`config.mk`:
```
export PLATFORM = sky130hd
export DESIGN_NAME = rect_multicast_route_compute_core
export DESIGN_NICKNAME = d
export VERILOG_FILES = /design/src/hdl/rmrc_pkg.sv /design/src/hdl/rect_multicast_route_compute_core.sv
export SDC_FILE = /design/constraint.sdc
export NUM_CORES = 1
export LEC_CHECK = 0
export ABC_AREA = 1
export BUFFER_PORTS_ARGS = -buffer_cell sky130_fd_sc_hd__buf_4
export CORE_ASPECT_RATIO = 0.8
export CORE_UTILIZATION = 51
export CTS_BUF_LIST = sky130_fd_sc_hd__clkbuf_4
export CTS_CLUSTER_SIZE = 14
export DETAILED_ROUTE_END_ITERATION = 6
export GPL_TIMING_DRIVEN = 0
export PLACE_DENSITY = 0.75
export SYNTH_ARGS = -nofsm -noshare
export SYNTH_HDL_FRONTEND = slang
export SYNTH_SLANG_ARGS = --single-unit
```
`constraint.sdc`:
```
create_clock -name clk -period 2.4 [get_ports clk]
set_input_delay 0 -clock clk [delete_from_list [all_inputs] [get_ports clk]]
set_output_delay 0 -clock clk [all_outputs]
set_load 0.02 [all_outputs]
```
`src/hdl/rmrc_pkg.sv`:
```
// Types and constants for the rectangular multicast route computation.
`timescale 1ns / 1ps
`default_nettype none

package rmrc_pkg;

  localparam int COORD_W    = 4;
  localparam int PORT_W     = 3;
  localparam int KIND_W     = 2;
  localparam int CFG_IDX_W  = 1;
  localparam int CFG_DATA_W = 8;
  localparam int IN_DATA_W  = 32;
  localparam int OUT_DATA_W = 8;
  localparam int ROUTE_W    = 5;

  typedef logic [COORD_W-1:0] coord_t;

  typedef enum logic [KIND_W-1:0] {
    KIND_UNICAST   = 2'd0,
    KIND_MULTICAST = 2'd1,
    KIND_BROADCAST = 2'd2,
    KIND_OTHER     = 2'd3
  } kind_t;

  typedef enum logic [PORT_W-1:0] {
    PORT_NORTH = 3'd0,
    PORT_EAST  = 3'd1,
    PORT_SOUTH = 3'd2,
    PORT_WEST  = 3'd3,
    PORT_LOCAL = 3'd4
  } port_t;

  localparam logic [CFG_IDX_W-1:0] CFG_NODE_X = 1'b0;
  localparam logic [CFG_IDX_W-1:0] CFG_NODE_Y = 1'b1;

  typedef struct packed {
    logic [KIND_W-1:0] kind;
    logic [PORT_W-1:0] in_port;
    coord_t            rect_bottom;
    coord_t            rect_right;
    coord_t            rect_top;
    coord_t            rect_left;
    coord_t            src_y;
    coord_t            src_x;
  } hdr_t;

  // to_north sits in bit 0.
  typedef struct packed {
    logic to_local;
    logic to_east;
    logic to_west;
    logic to_south;
    logic to_north;
  } route_t;

endpackage

`default_nettype wire

```
`src/hdl/rect_multicast_route_compute_core.sv`:
```
// Route computation for one 2-D mesh router with rectangular multicast.
//
// Channels: the header item enters on s_axis (packet kind in tuser, the
// coordinates, rectangle corners and arrival port in tdata). The output
// port set leaves on m_axis as five bits of tdata. The router's own
// coordinates are written through the cfg channel (index 0 node_x,
// index 1 node_y), which is always ready; write it only while idle.
// Path: an accepted item is held in the input register, which feeds the
// route logic; the route logic loads the result register, whose output is
// valid at m_axis. Throughput: one item per cycle; both registers advance
// together whenever the result register is empty or being taken.
// When the receiver stalls, the result holds and the input register
// fills; s_axis_tready then drops until m_axis_tready returns.
// Reset (rst, synchronous, active high) empties both registers and sets
// node_x and node_y to 0.
`timescale 1ns / 1ps
`default_nettype none

module rect_multicast_route_compute_core
  import rmrc_pkg::*;
(
  input  wire logic                  clk,
  input  wire logic                  rst,
  input  wire logic                  s_axis_tvalid,
  output      logic                  s_axis_tready,
  // [3:0] src_x, [7:4] src_y, [11:8] rect_left, [15:12] rect_top,
  // [19:16] rect_right, [23:20] rect_bottom, [26:24] in_port, rest zero
  input  wire logic [IN_DATA_W-1:0]  s_axis_tdata,
  // [1:0] packet_kind
  input  wire logic [KIND_W-1:0]     s_axis_tuser,
  output      logic                  m_axis_tvalid,
  input  wire logic                  m_axis_tready,
  // [0] to_north, [1] to_south, [2] to_west, [3] to_east, [4] to_local,
  // rest zero
  output      logic [OUT_DATA_W-1:0] m_axis_tdata,
  input  wire logic                  cfg_valid,
  output      logic                  cfg_ready,
  input  wire logic [CFG_IDX_W-1:0]  cfg_index,
  input  wire logic [CFG_DATA_W-1:0] cfg_data
);

  coord_t node_x;
  coord_t node_y;
  logic   in_valid;
  hdr_t   hdr;
  logic   out_valid;
  route_t route;
  route_t route_next;
  logic   advance;

  assign cfg_ready     = 1'b1;
  assign advance       = !out_valid || m_axis_tready;
  assign s_axis_tready = !in_valid || advance;
  assign m_axis_tvalid = out_valid;
  assign m_axis_tdata  = {{(OUT_DATA_W-ROUTE_W){1'b0}}, route};

  always_ff @(posedge clk) begin
    if (rst) begin
      node_x <= '0;
      node_y <= '0;
    end else if (cfg_valid) begin
      unique case (cfg_index)
        CFG_NODE_X: node_x <= cfg_data[COORD_W-1:0];
        CFG_NODE_Y: node_y <= cfg_data[COORD_W-1:0];
        default: ;
      endcase
    end
  end

  always_ff @(posedge clk) begin
    if (rst) begin
      in_valid <= 1'b0;
    end else if (s_axis_tready) begin
      in_valid <= s_axis_tvalid;
    end
  end

  always_ff @(posedge clk) begin
    if (s_axis_tready && s_axis_tvalid) begin
      hdr.kind        <= s_axis_tuser;
      hdr.src_x       <= s_axis_tdata[3:0];
      hdr.src_y       <= s_axis_tdata[7:4];
      hdr.rect_left   <= s_axis_tdata[11:8];
      hdr.rect_top    <= s_axis_tdata[15:12];
      hdr.rect_right  <= s_axis_tdata[19:16];
      hdr.rect_bottom <= s_axis_tdata[23:20];
      hdr.in_port     <= s_axis_tdata[26:24];
    end
  end

  always_ff @(posedge clk) begin
    if (rst) begin
      out_valid <= 1'b0;
    end else if (advance) begin
      out_valid <= in_valid;
    end
  end

  always_ff @(posedge clk) begin
    if (advance && in_valid) begin
      route <= route_next;
    end
  end

  function automatic coord_t clamp(coord_t v, coord_t lo, coord_t hi);
    coord_t r;
    if (v <= lo) begin
      r = lo;
    end else if (v >= hi) begin
      r = hi;
    end else begin
      r = v;
    end
    return r;
  endfunction

  logic   in_rect;
  logic   first_node;
  logic   can_n;
  logic   can_s;
  logic   can_w;
  logic   can_e;
  route_t step;
  route_t fan;

  always_comb begin
    in_rect = (node_x >= hdr.rect_left) && (node_x <= hdr.rect_right) &&
              (node_y >= hdr.rect_top) && (node_y <= hdr.rect_bottom);
    first_node = (clamp(hdr.src_x, hdr.rect_left, hdr.rect_right) == node_x) &&
                 (clamp(hdr.src_y, hdr.rect_top, hdr.rect_bottom) == node_y);
    can_n = node_y != hdr.rect_top;
    can_s = node_y != hdr.rect_bottom;
    can_w = node_x != hdr.rect_left;
    can_e = node_x != hdr.rect_right;

    step = '0;
    if (node_x < hdr.rect_left) begin
      step.to_east = 1'b1;
    end else if (node_x > hdr.rect_right) begin
      step.to_west = 1'b1;
    end else if (node_y > hdr.rect_bottom) begin
      step.to_north = 1'b1;
    end else if (node_y < hdr.rect_top) begin
      step.to_south = 1'b1;
    end

    fan = '0;
    fan.to_local = 1'b1;
    if (first_node) begin
      fan.to_north = can_n;
      fan.to_south = can_s;
      fan.to_west  = can_w;
      fan.to_east  = can_e;
    end else begin
      unique case (hdr.in_port)
        PORT_NORTH: fan.to_south = can_s;
        PORT_SOUTH: fan.to_north = can_n;
        PORT_WEST: begin
          fan.to_north = can_n;
          fan.to_south = can_s;
          fan.to_east  = can_e;
        end
        PORT_EAST: begin
          fan.to_north = can_n;
          fan.to_south = can_s;
          fan.to_west  = can_w;
        end
        PORT_LOCAL: begin
          fan.to_local = 1'b0;
          fan.to_north = can_n;
          fan.to_south = can_s;
          fan.to_west  = can_w;
          fan.to_east  = can_e;
        end
        default: ;
      endcase
    end

    case (hdr.kind) inside
      KIND_UNICAST: route_next = step;
      KIND_MULTICAST, KIND_BROADCAST: route_next = in_rect ? fan : step;
      default: route_next = '0;
    endcase
  end

  a_accept_fills: assert property (@(posedge clk) disable iff (rst)
    s_axis_tvalid && s_axis_tready |=> in_valid)
    else $error("accepted item did not reach the input register");

  a_other_empty: assert property (@(posedge clk) disable iff (rst)
    in_valid && advance && hdr.kind == KIND_OTHER |=> m_axis_tdata == '0)
    else $error("unknown packet kind produced a port");

  a_unicast_single: assert property (@(posedge clk) disable iff (rst)
    in_valid && advance && hdr.kind == KIND_UNICAST |=> $onehot0(route))
    else $error("unicast item routed to more than one port");

  a_stay_in_rect: assert property (@(posedge clk) disable iff (rst)
    in_valid && advance && hdr.kind != KIND_UNICAST && hdr.kind != KIND_OTHER &&
    in_rect && node_y == hdr.rect_top && node_y != hdr.rect_bottom
    |=> !route.to_north)
    else $error("fan-out left the rectangle through its top edge");

endmodule

`default_nettype wire
```
==> flow_summary.ini <==
[sta]
finalWorstSetupSlack_ps = 24.55
worst_pin_slew_ps = 1145
rsz0062_at_grt = true
relSlewSlack_pct = 23.59
finalSetupViolations = 0
slew_viol_final = 0
fin_worst_skew_ps = 4.193
fin_crit_sh_pct = 98.98
min_period_ps = 2375
finalHoldViolCount = 0
fmax_ghz = 0.4210

[clocking]
cts_tree = yes
cts_root_buf = clkbuf_4
cts_max_path_buffers = 2
clock_latency_ps = 350
clkSlewWorstSetupHoldPaths_ps = 130
numClockSinks = 44
cts_made_buffers = 5
h-tree-depth = 2

[grt]
grtUsageTotal_pct = 22.54
first_global_vias = 2466
gr-total-overflow = 0
grt_max_degree = 30
grt_pass1_wl_um = 10630
antenna_found_initial = 0

[floorplan]
io_pins = 59
die_y_um = 69.61
die_area_sq_um = 6022
num_rows = 24
initial_utilization_pct = 53.32
dieWidth_um = 86.51
coreArea_sq_um = 5465

[routing]
vias = 2618
wirelength_um = 6719
drt_iter0_drc = 133
wl_per_cell_um = 12.73
final_antenna_net_count = 0
drtPass1Iterations = 4
vias_per_cell = 4.958
drc = 0

[final_layout]
nets = 530
layout_commonest_cell = nand2_1
diodes = 0
final_cell_mix = nand2_1 (85), inv_1 (54), buf_4 (54), dlygate4sd3_1 (37), edfxtp_1 (34)
final_cells = 528
area_delta_synth_final_pct = 37.48
drive_gt1_share_pct = 25.78

[yosys]
synth_area_leaders = edfxtp_1 (35%), ha_1 (14%), nand2_1 (14%)
avgSynthCellArea_sq_um = 8.279
synth_top_cell_area_share_pct = 35.04
ys_ff_latch = 44
synth_edf_count = 34
ys_seq_area_share_pct = 41.91
synth_cell_types = 27
synthArstFlopShare_pct = 0
ys.flop_type = edfxtp_1
syn_inst = 352
syn_area_sq_um = 2914
ys.warnings.count = 0
yosys.area.top_type = edfxtp_1

[setup_path]
r2r_slack_ps = 20
worstRegToRegCells = 18
r2r-end = m_axis_tdata[3]
critical_path_class = reg2reg
critPathRequiredTime_ps = 2520
timing.rr.start = hdr[1]
critPathLaunchType = register
cp_max_fo = 6
end_kind = register
cp.arrival_ps = 2500

[placement]
post-place-ws_ps = 71.82
dp_cells = 476
portBuffers = 44
dp.final_hpwl_um = 4612
globalplace.congestion = 0.8909

[job]
max_cap_viol_count = 0

[power]
p_leak_uw = 0.001979
powerDensity_nw_per_um2 = 468.4
vdd_drop_max_v = 0.0003167

[hold_path]
hp-class = in2reg
hold_depth = 2
hold_start = rst
worstHoldEndpoint = node_x[1]

[run_status]
status = completed
[logic make-up (layout without fill, tap and decap cells)]
group	after synthesis	in the layout	synth area share, %
buf+inv	68	164	9.317
flops	44	44	41.91
other cells	2	4	0.2577
fa+ha+maj	33	33	14.17
simple gates	174	174	26.28
compound gates	31	31	8.072
[critical path: stages (launching register included)]
cell and delay (ps):
edfxtp_1 500, ha_4 320, nand2_2 50, nand2_2 80
nand2_2 70, a21oi_4 270, inv_4 90, nand2_2 70
nand2_1 60, nand2_1 60, nand2_1 60, nand2_2 100
nor2_4 50, nand2_4 90, nand2_2 50, nand2_1 60
nand2_1 50, nand2_1 60, nand2_1 60
[synth_stat cells, types with 2 or more instances]
cell,count
nand2_1,106
a21oi_1,12
nand2_2,4
ha_1,33
inv_2,3
inv_1,59
a211oi_1,7
nand4_1,13
edfxtp_1,34
nand3_1,21
dfxtp_1,10
conb_1,2
o21ai_0,4
buf_4,4
nor2_1,23
a21oi_4,4
nor2_2,2
nand2_4,2
[power breakdown]
part | total [uW] | internal [uW] | switching, uW | leakage, uW
combinational | 600 | 265 | 335 | 0.00153
sequential | 907 | 872 | 35.3 | 0.000413
clock | 370 | 136 | 234 | 0.0000338
total | 1880 | 1270 | 604 | 0.00198
[area by class of cell]
cell class              instances  area [sq um]
repair buffers                 88         757.0
flip-flops and latches         44          1221
fillers                       407          1459
clock buffers                   7         52.55
multi-input cells             242          1600
clock inverters                 1         3.754
well taps                      78         97.59
inverters                      63         240.2
plain buffers                   5         33.78
[layer usage]
metal  global-route usage (%)  share of wire [%]
met1                    30.39                 44
met2                    38.18                 50
met3                    4.048                5.4
met4                    4.074                1.0
met5                        0                  0
[worst max path at each step]
stage	endpoint	start	depth (start not counted)	slack [ps]
2_1_floorplan	m_axis_tdata[3]	hdr[3]	19	320
3_3_place_gp	m_axis_tdata[3]	hdr[3]	17	150
3_5_place_dp	m_axis_tdata[3]	hdr[7]	19	70
4_1_cts	m_axis_tdata[3]	hdr[7]	19	50
5_1_grt	m_axis_tdata[3]	hdr[3]	18	-120
6_report	m_axis_tdata[3]	hdr[1]	18	20
[per-stage QoR]
stage / total power, uW / instance area (sq um) / hold slack [ps] / utilization (%) / setup TNS [ps]
3_5_place_dp: 1386 / 3349 / 179.3 / 61.29 / 0
4_1_cts: 1796 / 3776 / 63.43 / 69.09 / 0
2_1_floorplan: 1248 / 2922 / 98.87 / - / 0
3_3_place_gp: 1366 / 3349 / 178.1 / 61.29 / 0
6_report: 1877 / 4006 / 78.02 / 73.31 / 0
5_1_grt: 1992 / 4006 / 83.42 / 73.31 / -403.6
[sequential cells by signal, indices dropped and copies added, names as in the netlist]
name and flops:
hdr 29, m_axis_tdata 5, node_x 4, node_y 4, in_valid 1, m_axis_tvalid 1
[timing repair]
action                                  in CTS  in global routing
gates resized for setup                      0                 42
buffers inserted                             0                  7
hold buffers                                37                  0
endpoints found under the hold margin       39                  0
endpoints found under the setup margin       0                  5
Note: power is estimated with default switching activity, not from simulation.
